<file path="src/rtl/qrs_sqrt_cell.sv">
// ----------------------------------------------------------------------------
// qrs_sqrt_cell: one digit step of the integer square root
// Brings in two radicand bits, tries the next root bit and hands the
// partial root and remainder to the next cell.
// ----------------------------------------------------------------------------
module qrs_sqrt_cell #(
  parameter int H  = 17,
  parameter int SW = 37
) (
  input  logic            clk,
  input  logic            rst_n,
  input  logic            in_valid,
  output logic            in_ready,
  input  logic [H+1:0]    in_rem,
  input  logic [H-1:0]    in_root,
  input  logic [2*H-1:0]  in_d,
  input  logic [SW-1:0]   in_side,
  output logic            out_valid,
  input  logic            out_ready,
  output logic [H+1:0]    out_rem,
  output logic [H-1:0]    out_root,
  output logic [2*H-1:0]  out_d,
  output logic [SW-1:0]   out_side
);

  logic           valid_r;
  logic [H+1:0]   rem_r, rem_nxt;
  logic [H-1:0]   root_r, root_nxt;
  logic [2*H-1:0] d_r, d_nxt;
  logic [SW-1:0]  side_r;
  logic [H+1:0]   shifted, trial;
  logic           ge;

  always_comb begin
    shifted  = {in_rem[H-1:0], in_d[2*H-1:2*H-2]};
    trial    = {in_root, 2'b01};
    ge       = shifted >= trial;
    rem_nxt  = ge ? (shifted - trial) : shifted;
    root_nxt = {in_root[H-2:0], ge};
    d_nxt    = {in_d[2*H-3:0], 2'b00};
  end

  assign in_ready = !valid_r || out_ready;

  always_ff @(posedge clk) begin
    if (!rst_n) begin
      valid_r <= 1'b0;
    end else if (in_ready) begin
      valid_r <= in_valid;
    end
  end

  always_ff @(posedge clk) begin
    if (in_ready) begin
      rem_r  <= rem_nxt;
      root_r <= root_nxt;
      d_r    <= d_nxt;
      side_r <= in_side;
    end
  end

  assign out_valid = valid_r;
  assign out_rem   = rem_r;
  assign out_root  = root_r;
  assign out_d     = d_r;
  assign out_side  = side_r;

endmodule

</file>
<file path="config.mk">
export PLATFORM = sky130hd
export DESIGN_NAME = qrs_sqrt_cell
export DESIGN_NICKNAME = d
export VERILOG_FILES = /design/src/rtl/qrs_sqrt_cell.sv
export SDC_FILE = /design/constraint.sdc
export NUM_CORES = 1
export LEC_CHECK = 0
export ABC_AREA = 1
export BUFFER_PORTS_ARGS = -buffer_cell sky130_fd_sc_hd__clkbuf_2
export CORE_UTILIZATION = 51
export CTS_CLUSTER_DIAMETER = 200
export CTS_CLUSTER_SIZE = 24
export DETAILED_ROUTE_END_ITERATION = 12
export GPL_TIMING_DRIVEN = 0
export PLACE_DENSITY = 0.86
export SYNTH_ARGS = -nofsm -noshare
export SYNTH_HDL_FRONTEND = slang
export SYNTH_SLANG_ARGS = --single-unit
</file>
<file path="constraint.sdc">
create_clock -name clk -period 8.6 [get_ports clk]
set_input_delay 0.43 -clock clk [delete_from_list [all_inputs] [get_ports clk]]
set_output_delay 0.43 -clock clk [all_outputs]
set_load 0.005 [all_outputs]
</file>
; ---- Word-level counts from Yosys, hierarchy flattened
; Cells that the tools add are included.
; Widths: inputs -> output; s select.
[word_totals]
reg_bits = 106
output_inout_bits = 109
[classes]
addsub = 1
n_lt_le_gt_ge = 1
mux = 1
n_reduce_logical = 2
[op_table]
columns = operator, n
row1 = $ge 19x19->1, 1
row2 = $mux 19, 1
row3 = $sub 19x19->19, 1
row4 = $logic_not 1->1, 1
row5 = $logic_or 1x1->1, 1

; ---- Logic depth before layout (Yosys ltp)
[depth]
word_depth = 2
mapped_depth = 14

; ---- Least setup slack after synthesis
; Ideal clock, no wire load.
[synth_timing]
kind = input-to-reg
start = input port out_ready
end = register valid_r (netlist: out_valid)
arrival_ns = 2.950
slack_ns = 5.369
stages = 3
path_buffers = 0
path_cell_list = inv_1 -> nand2_1 -> a21boi_0
[synth_between]
elab_chain_cells = 1
[synth_rtl]
columns = item, line_no
row1 = start: declaration, 19  ; input logic out_ready,
row2 = $logic_or 1x1->1, 43  ; assign in_ready = !valid_r || out_ready;
row3 = named net in_ready, 13  ; output logic in_ready,
row4 = end signal: assignment, 49  ; valid_r <= in_valid;
row5 = end: declaration, 26  ; logic valid_r;
; The timed path passes the listed nets, and every way through them passes these cells.
; A chain may end at the register's enable or synchronous reset.

; ---- Worst setup path in the final report
[layout_timing]
start = register valid_r (netlist: out_valid)
end = output port in_ready
[layout_between]
elab_chain_cells = 2
[layout_rtl]
columns = item, line_no
row1 = $logic_not 1->1, 43
row2 = $logic_or 1x1->1, 43
row3 = end: declaration, 13
; No other way between the ends.

==> out/metrics.cfg <==
[status]
outcome = finished clean

[route]
drt-total-wl_microns = 12600
drc_errors = 0
num_vias = 3765
met2WireLength_microns = 7010
drtIter0Drc = 182
wl_met3_microns = 1000
wl_met1_microns = 4380
highest_layer = met4
dr.pass1.iters = 4
routedWlPerCell_microns = 16.1
vias_per_cell = 4.82
ant_nets = 0

[finish]
fillers = 729
drive_gt1_share_pct = 45.1
final_cell_mix = clkbuf_2 (215), nand2_1 (113), edfxtp_1 (105)
nets = 777
diodes = 0
areaGrowthSynthToFinish_pct = 30.0
multi_input_area_sq_um = 1490
seq_area_sq_um = 3170
layout_commonest_cell = clkbuf_2

[synth]
ys_seq_elements = 106
syn_area_sq_um = 4920
synth_edf_count = 105
synth_cells = 419
async_flop_share_pct = 0
ys.flop_type = edfxtp_1
avgSynthCellArea_sq_um = 11.7
yosysUniqueCellTypes = 31
ys.warnings.count = 0
ys_seq_area_share_pct = 64.5

[timing]
setup_violations = 0
clock.fmax_ghz = 0.493
layout_min_cycle_time_ps = 2030
finalCritPeriodShare_pct = 23.6
slew_viol_final = 0
hold_viol_final = 0
rsz0062_at_grt = false
fin_setup_tns_ps = 0
clock_skew_ps = 12.1
setup_ws_ps = 6570

[floorplan]
num_rows = 35
die-width_microns = 100
die_y_microns = 100
design.core.area_sq_um = 9280
io_pins = 220
initial_utilization_pct = 53.0
design.die.area_sq_um = 10000

[critical_path]
worst_setup_path_end_kind = primary output
critPathLaunchType = flip-flop
crit_fanout = 79
path_cells = nand2_4 -> buf_16 -> clkbuf_2
cp.required_ps = 8170
cp.arrival_ps = 1600
crit_type = reg -> out
reg2reg_depth = 2
crit_slowest_cell = buf_16
slowest_delay_ps = 380

[grt]
grt_pass1_wl_microns = 18700
grt_remaining_overflow = 0
grt_max_degree = 80
grt.total_usage_pct = 25.3
grt_pass1_vias = 3734
antenna_found_initial = 0

[power_and_ir_drop]
intPower_uw = 853
cellLeakagePower_uw = 0.00317
pwr-share-comb_pct = 18.8
pwr-share-clk_pct = 26.9
seqPwrFrac_pct = 54.3
total_power_uw = 1170
vdd_drop_max_mv = 0.0993
swShare_pct = 26.9
powerDensity_nw_per_um2 = 182
power.switching_uw = 314

[clocking]
cts_root_buffer = clkbuf_8
htreeDepth = 3
clock_sinks = 106
holdBufCountCts = 0
post-cts-setup-buffers = 0
cts_resized = 0
cts_buffer_depth = 2
clkLatencyLatePin_ps = 370
tritoncts = yes
clkTransAtPathRegs_ps = 100
numCtsBuffers = 9

[place]
gp_congestion = 0.845
port_buffers = 215
dp_slack_ps = 6400
hpwl_microns = 9960

[run]
maxCapViolCount = 0

[min_path]
hold_class = in -> reg
hold_path_depth = 1

==> cell families (layout without fill, tap and decap cells) <==
family	count (synthesis)	after routing	synth area share [%]
AND/OR/NAND/NOR	202	202	20.7
flip-flops	106	106	64.5
buffers and inverters	62	294	5.49
AO/OA/AOI/OAI	20	20	2.77
adder cells (fa/ha/maj)	19	19	4.83
XOR/XNOR	9	9	1.60
other	1	2	0.0762
==> path summary, 6_finish.rpt <==
path | start | to | slack (ps)
max reg2reg | out_valid | out_root[6] | 7170
max | out_valid | in_ready | 6570
min reg2reg | out_valid | out_valid | 870
min | in_d[24] | out_d[26] | 240
==> power groups by stage <==
| stage | clock (uW) | combinational, uW | sequential, uW |
|---|---|---|---|
| 2_1_floorplan | 0 | 110 | 653 |
| 3_3_place_gp | 0 | 212 | 646 |
| 3_5_place_dp | 0 | 219 | 646 |
| 4_1_cts | 320 | 221 | 634 |
| 5_1_grt | 336 | 243 | 638 |
| 6_report | 314 | 219 | 633 |
==> cell usage after synthesis, types with 3 or more instances <==
cell      count  area (sq um)
nand2_1     114           428
inv_1        45           169
nor3_1        3          15.0
nor2_1       15          56.3
ha_1         19           238
inv_2        11          41.3
nand3_1      21           105
nor2_2        7          43.8
nand3_2      19           190
nand3b_1      7          52.6
edfxtp_1    105          3150
buf_4         3          22.5
xor2_1        8          70.1
nand2_2      10          62.6
a21oi_1      11          55.1
==> registers in the layout, indices dropped and copies added, names as in the netlist <==
name       count
out_side      37
out_d         32
out_rem       19
out_root      17
out_valid      1
==> through the flow <==
step	util, %	cell area [sq um]	hold WS [ps]	instances
after floorplan	-	4920	529	420
after global placement	66.4	6160	608	764
after detailed placement	66.7	6200	609	765
after CTS	68.9	6400	219	781
after global routing	68.9	6400	213	781
final	68.9	6400	236	781
==> per-layer routing <==
metal  global-route usage [%]  vias to the layer above
li1                         -                     1864
met1                     26.2                     1736
met2                     48.7                      151
met3                     7.59                       14
met4                     7.13                        0
met5                        0                        -
==> area by class of cell <==
cell class                 instances  share of cell area (%)
multi-input combinational        252                    23.3
timing repair buffer             216                    17.3
inverter                          56                    3.29
tap                              129                    2.52
sequential                       106                    49.6
clock buffer                      10                    1.99
buffer                             6                   0.939
clock inverter                     6                    1.15
==> critical path: cells and delay by family (launching register included) <==
family                 cells  cell delay [ps]
buffers and inverters      2              570
flip-flops                 1              350
AND/OR/NAND/NOR            1              330
Note: power is estimated with default switching activity, not from simulation.
