[config.mk]
export PLATFORM = sky130hd
export DESIGN_NAME = qrs_div_cell
export DESIGN_NICKNAME = d
export VERILOG_FILES = /design/src/rtl/qrs_pkg.sv /design/src/rtl/qrs_div_cell.sv
export SDC_FILE = /design/constraint.sdc
export NUM_CORES = 1
export LEC_CHECK = 0
export ABC_CLOCK_PERIOD_IN_PS = 12000
export BUFFER_PORTS_ARGS = -buffer_cell sky130_fd_sc_hd__buf_2
export CAP_MARGIN = 20
export CORE_ASPECT_RATIO = 1.5
export CORE_MARGIN = 10
export CORE_UTILIZATION = 30
export CTS_CLUSTER_DIAMETER = 50
export DETAILED_ROUTE_END_ITERATION = 8
export PLACE_DENSITY = 0.66
export SYNTH_ARGS = -nofsm -noshare
export SYNTH_HDL_FRONTEND = slang
export SYNTH_SLANG_ARGS = --single-unit
[constraint.sdc]
create_clock -name clk -period 12 [get_ports clk]
set_input_delay 1.2 -clock clk [delete_from_list [all_inputs] [get_ports clk]]
set_output_delay 1.2 -clock clk [all_outputs]
set_load 0.02 [all_outputs]
[src/rtl/qrs_pkg.sv]
// ----------------------------------------------------------------------------
// qrs_pkg: shared definitions for the quadratic root solver
// Default widths, root count codes and the status record that travels
// with each request through the divider cells.
// ----------------------------------------------------------------------------
package qrs_pkg;

  localparam int COEFF_BITS    = 16;
  localparam int FRACTION_BITS = 16;
  localparam int OUT_BITS      = 40;

  localparam logic [1:0] CNT_NONE = 2'd0;
  localparam logic [1:0] CNT_ONE  = 2'd1;
  localparam logic [1:0] CNT_TWO  = 2'd2;
  localparam logic [1:0] CNT_INF  = 2'd3;

  typedef struct packed {
    logic [1:0] count;
    logic       neg_p;
    logic       neg_m;
  } qrs_meta_t;

endpackage

[src/rtl/qrs_div_cell.sv]
// ----------------------------------------------------------------------------
// qrs_div_cell: one restoring division step for both root branches
// Each lane shifts one dividend bit into its remainder and shifts the
// quotient bit into the low end of the dividend word.
// ----------------------------------------------------------------------------
module qrs_div_cell #(
  parameter int DB = 17,
  parameter int NB = 34
) (
  input  logic               clk,
  input  logic               rst_n,
  input  logic               in_valid,
  output logic               in_ready,
  input  qrs_pkg::qrs_meta_t in_meta,
  input  logic [DB-1:0]      in_den,
  input  logic [DB-1:0]      in_rem_p,
  input  logic [DB-1:0]      in_rem_m,
  input  logic [NB-1:0]      in_nq_p,
  input  logic [NB-1:0]      in_nq_m,
  output logic               out_valid,
  input  logic               out_ready,
  output qrs_pkg::qrs_meta_t out_meta,
  output logic [DB-1:0]      out_den,
  output logic [DB-1:0]      out_rem_p,
  output logic [DB-1:0]      out_rem_m,
  output logic [NB-1:0]      out_nq_p,
  output logic [NB-1:0]      out_nq_m
);

  logic               valid_r;
  qrs_pkg::qrs_meta_t meta_r;
  logic [DB-1:0]      den_r;
  logic [DB-1:0]      rem_p_r, rem_p_nxt, rem_m_r, rem_m_nxt;
  logic [NB-1:0]      nq_p_r, nq_p_nxt, nq_m_r, nq_m_nxt;
  logic [DB:0]        sh_p, sh_m, sub_p, sub_m;
  logic               ge_p, ge_m;

  always_comb begin
    sh_p      = {in_rem_p, in_nq_p[NB-1]};
    sh_m      = {in_rem_m, in_nq_m[NB-1]};
    ge_p      = sh_p >= {1'b0, in_den};
    ge_m      = sh_m >= {1'b0, in_den};
    sub_p     = ge_p ? (sh_p - {1'b0, in_den}) : sh_p;
    sub_m     = ge_m ? (sh_m - {1'b0, in_den}) : sh_m;
    rem_p_nxt = sub_p[DB-1:0];
    rem_m_nxt = sub_m[DB-1:0];
    nq_p_nxt  = {in_nq_p[NB-2:0], ge_p};
    nq_m_nxt  = {in_nq_m[NB-2:0], ge_m};
  end

  assign in_ready = !valid_r || out_ready;

  always_ff @(posedge clk) begin
    if (!rst_n) begin
      valid_r <= 1'b0;
    end else if (in_ready) begin
      valid_r <= in_valid;
    end
  end

  always_ff @(posedge clk) begin
    if (in_ready) begin
      meta_r  <= in_meta;
      den_r   <= in_den;
      rem_p_r <= rem_p_nxt;
      rem_m_r <= rem_m_nxt;
      nq_p_r  <= nq_p_nxt;
      nq_m_r  <= nq_m_nxt;
    end
  end

  assign out_valid = valid_r;
  assign out_meta  = meta_r;
  assign out_den   = den_r;
  assign out_rem_p = rem_p_r;
  assign out_rem_m = rem_m_r;
  assign out_nq_p  = nq_p_r;
  assign out_nq_m  = nq_m_r;

endmodule

Word-level counts from Yosys, hierarchy flattened

Cells that the tools add are included.

Flip-flop bits (word level): 124
Input port bits: 127
Output and inout bits: 125
Word-level logic and storage cells: 17

Add/sub/neg operators: 2
Order comparisons: 2
Muxes and demuxes: 2
Reductions and logical operators: 2

Operators by type and width:

| operator                       | number |
|---|---|
| >= comparator 18 x 17 -> 1 bit | 2 |
| two-way mux 17 bit             | 2 |
| subtractor 17 bit              | 2 |
| zero test 1 bit                | 1 |
| logical OR 1 bit               | 1 |

Depth between registers and ports, before layout

Word-level depth: 2
Gate-level depth with buffers: 12
Depth with buffers taken out: 11

Worst setup path after synthesis

OpenSTA, ideal clock, no wires.

Path kind: input port to output port
From: input out_ready
To: output in_ready
Arrival: 4,324 ps
Required time: 10,800 ps
Slack: 6,476 ps
Cell stages on the path: 1
Buffers on the path: 0
Cell sequence: nand2b_1

Cells in the longest elaborated chain, start to end: 1

Ends and longest elaborated chain:

| item             | line               | RTL |
|---|---|---|
| from (decl)      | qrs_div_cell.sv:21 | `input logic out_ready,` |
| logical OR 1 bit | qrs_div_cell.sv:51 | `assign in_ready = !valid_r \|\| out_ready;` |
| to (decl)        | qrs_div_cell.sv:13 | `output logic in_ready,` |

Every way passes these cells.

Final worst setup path

From: input in_nq_m[33]
To: register rem_m_r[14], in the netlist out_rem_m[14] (data pin)

Cells in the longest elaborated chain, start to end: 2
Elaborated cells on any way between the ends: 3
Those cells by class: add/sub (1); order compare (1); mux (1)

Ends and longest elaborated chain:

| item                                                                       | line                                   | RTL |
|---|---|---|
| from (decl)                                                                | qrs_div_cell.sv:19                     | `input logic [NB-1:0] in_nq_m,` |
| subtractor 17 bit / >= comparator 18 x 17 -> 1 bit (equally long branches) | qrs_div_cell.sv:44, qrs_div_cell.sv:42 |  |
| two-way mux 17 bit *                                                       | qrs_div_cell.sv:44                     | `sub_m = ge_m ? (sh_m - {1'b0, in_den}) : sh_m;` |
| named net sub_m[14]                                                        | qrs_div_cell.sv:35                     | `logic [DB:0] sh_p, sh_m, sub_p, sub_m;` |
| to (signal assigned)                                                       | qrs_div_cell.sv:66                     | `rem_m_r <= rem_m_nxt;` |
| to (decl)                                                                  | qrs_div_cell.sv:33                     | `logic [DB-1:0] rem_p_r, rem_p_nxt, rem_m_r, rem_m_nxt;` |

The timed path passes the listed nets; every way through them passes the cells marked *.
A chain may end at the register's enable or synchronous reset.

==> results by group <==
Yosys
  – Area contributors post-synth: edfxtp_1, ha_1, mux2_2, xnor2_1, a21oi_1
  – Yosys top cell by area: edfxtp_1
  – Primary FF master, synth: edfxtp_1
  – Mapped Area: 0.006007 mm²
  – Synth unique cells: 60
  – Seq/Total Area, Yosys: 61.82%
  – Most frequent cell after synthesis: edfxtp_1
  – Avg Inst Size Synth: 13.50 µm²
  – Post-synth top cells: edfxtp_1, ha_1, nand2_1
  – Top cell type's share of synthesized area: 61.49%
  – Mapped Nets: 608
  – Syn Inst Count: 445
  – Asr flop ratio synth: 0%
  – Synth warn: 0
  – Synth Register Bits: 124
  – Number of flops mapped to enable cells by yosys: 123

Status
  – Status: completed

CTS
  – Clock Latency Late Sink: 0.42 ns
  – CTS root buffer: clkbuf_16
  – Clock Pin Slew Worst Setup and Hold Paths: 0.06 ns
  – CTS tree: yes
  – Post-CTS Resized: 0
  – # H-tree levels: 4
  – Clock sink count: 124
  – CTS Buffer Depth: 2
  – TritonCTS Buffers: 17
  – Post-CTS Repair Setup Buffers: 0
  – Hold Buf Count CTS: 0

Layout
  – FF/Latch Area: 0.003714 mm²
  – Multi-input gate area: 0.002126 mm²
  – Share of layout cells above drive strength 1: 43.59%
  – Area delta synth->final: 35.22%
  – Final core utilization: 41.22%
  – Nets@finish: 868
  – Fill cells: 1901

Die
  – I/O Pins: 252
  – Cell row count: 63
  – Die Wd: 135.5 µm
  – Die height: 193.3 µm
  – Starting Density: 30.48%
  – Core Area: 0.01971 mm²
  – Die area: 0.02620 mm²

Timing
  – RSZ-0062 raised after global routing: no
  – F_max: 280.4 MHz
  – Clock Skew: 0.005013 ns
  – Hold Violations, Final: 0
  – Period utilization: 29.72%
  – Worst slew pin tran: 0.9844 ns
  – Fin crit period: 3.566 ns
  – Setup_tns: 0 ns
  – Final Slew Violations: 0
  – Slew headroom: 32.67%
  – Final setup vio count: 0

GRT
  – Pin count of the biggest net entering global routing: 69
  – Global Route Usage Sum: 13.89%
  – First-pass GRT wire length: 27460 µm
  – Initial antenna violation count: 3
  – Overflow after GRT: 0
  – Vias in the first global route: 4758

Worst setup path
  – CP Cell Sequence: buf_2 -> inv_1 -> ha_1 -> inv_1 -> fa_1 -> a21o_1 -> and2_1 -> o31a_1 -> o21ai_4 -> inv_2 -> mux2_4
  – FF-to-FF End: out_rem_m[16]
  – Worst reg2reg startpoint: out_valid
  – Flop2flop setup slack: 9.83 ns
  – CP peak stage delay: 0.46 ns
  – Worst Path Arrival: 3.73 ns
  – Slowest CP cell: o21ai_4
  – CP required: 12.16 ns
  – Startpoint types: input port
  – Most frequent CP cell: inv_1
  – Crit Path Class: input port to flop
  – R2R cell count: 2
  – Critical path peak fanout: 18
  – Crit. End Element: flop

Route
  – Number of iterations in the first detailed-routing pass: 4
  – Total wire length: 18770 µm
  – Via Count: 4604
  – WL per Instance: 19.15 µm
  – Post-DRT Antenna Nets: 0
  – Starting DRT DRC Count: 171
  – Residual DRC: 0
  – DR vias/cell: 4.698

Hold path
  – Hold Startpoint: in_nq_p[27]
  – Min-Delay Path Depth: 1
  – Hold WC Path Type: input port to flop
  – Hold worst-path end: out_nq_p[28]

Placement
  – DP Wirelength: 15200 µm
  – Placer congestion estimate: 0.8757
  – I/O Buffers: 251

Power
  – VDD IR max: 0.00009347 V
  – Switching power: 0.0003686 W
  – Flop pwr share: 40.9%
  – Net Sw Frac: 27.68%
  – Clock power frac: 38.1%
  – P_int: 0.0009630 W
  – Comb power frac: 21.0%
  – Leakage power: 3.600 nW
  – Power Dens Cells: 163.9 mW/mm²

Flow run
  – Number of max-cap violations: 0
how the worst max path moves through the flow:
stage                           start             to  slack (ns)  cells after the start
final                     in_nq_m[33]  out_rem_m[14]        8.43                     11
after global routing      in_nq_m[33]  out_rem_m[14]        8.28                     11
after CTS                 in_nq_m[33]  out_rem_m[14]        8.46                     11
after detailed placement  in_nq_m[33]   out_rem_m[9]        8.01                     11
after global placement    in_nq_m[33]  out_rem_m[14]        8.08                     11
after floorplan             out_ready       in_ready        6.48                      1
cell families after synthesis:
| family | share of synthesized area (%) |
|---|---|
| buffers and inverters | 2.916 |
| muxes | 4.187 |
| DFF | 61.82 |
| xor gates and xnor gates | 2.770 |
| AOI/OAI and AO/OA | 13.02 |
| and+or+nand+nor | 7.540 |
| adders and majority gates | 7.748 |
worst max-delay path: cells and delay by family:
family / cells / cell delay [ns]
adder cells (fa/ha/maj): 2 / 0.55
buffers and inverters: 4 / 0.48
multiplexers: 1 / 0.35
AND/OR/NAND/NOR: 1 / 0.17
AO/OA/AOI/OAI: 3 / 0.96
metrics by stage:
| stage | worst slack, ns | hold slack [ns] | std cells | total power, W | area, µm² |
|---|---|---|---|---|---|
| 6_report | 8.434 | 0.9556 | 980 | 0.001332 | 8123 |
| 3_5_place_dp | 8.009 | 1.105 | 946 | 0.0008356 | 7533 |
| 2_1_floorplan | 6.476 | 1.299 | 445 | 0.0007337 | 6007 |
| 5_1_grt | 8.280 | 0.9339 | 979 | 0.001395 | 8120 |
| 4_1_cts | 8.458 | 0.9301 | 978 | 0.001352 | 8118 |
| 3_3_place_gp | 8.077 | 1.105 | 946 | 0.0008329 | 7533 |
layout make-up:
cell class | instances | area share, %
Inverter | 28 | 1.294
Timing Repair Buffer | 252 | 15.56
Clock buffer | 20 | 5.376
Multi-Input combinational cell | 282 | 26.17
Antenna cell | 2 | 0.06161
Clock inverter | 12 | 1.818
Tap cell | 260 | 4.005
Sequential cell | 124 | 45.72
routing by layer:
metal	global-route usage [%]	wire, µm
met1	13.42	6726
met2	25.59	10080
met3	5.135	1591
met4	5.502	357
met5	0	13
flip-flops by register name, indices dropped and copies added, names as in the netlist:
name	count
out_den	17
out_meta	4
out_nq_m	34
out_nq_p	34
out_rem_m	17
out_rem_p	17
out_valid	1
power groups by stage:
stage          logic (W)  registers, W  clock network [W]
2_1_floorplan   0.000117      0.000617                  0
3_3_place_gp    0.000280      0.000553                  0
3_5_place_dp    0.000283      0.000553                  0
4_1_cts         0.000284      0.000545           0.000524
5_1_grt         0.000305      0.000548           0.000542
6_report        0.000280      0.000544           0.000508
cells in the final DEF (no fill, tap or decap), types with 4 or more instances in the layout:
cell type / netlist / final
buf_2: 5 / 251
edfxtp_1: 123 / 123
nand2_1: 34 / 34
ha_1: 34 / 34
inv_1: 26 / 26
a21oi_1: 26 / 26
o21ai_0: 18 / 18
mux2_2: 17 / 17
clkbuf_16: 0 / 17
nor2_1: 16 / 16
xnor2_1: 16 / 16
a21o_1: 15 / 15
nand3_1: 13 / 13
o21a_1: 10 / 10
o31ai_1: 6 / 6
and4_1: 4 / 4
and2_1: 4 / 4
a211oi_1: 4 / 4
mux2_4: 4 / 4
No activity file was read; power rests on OpenSTA's default activity.
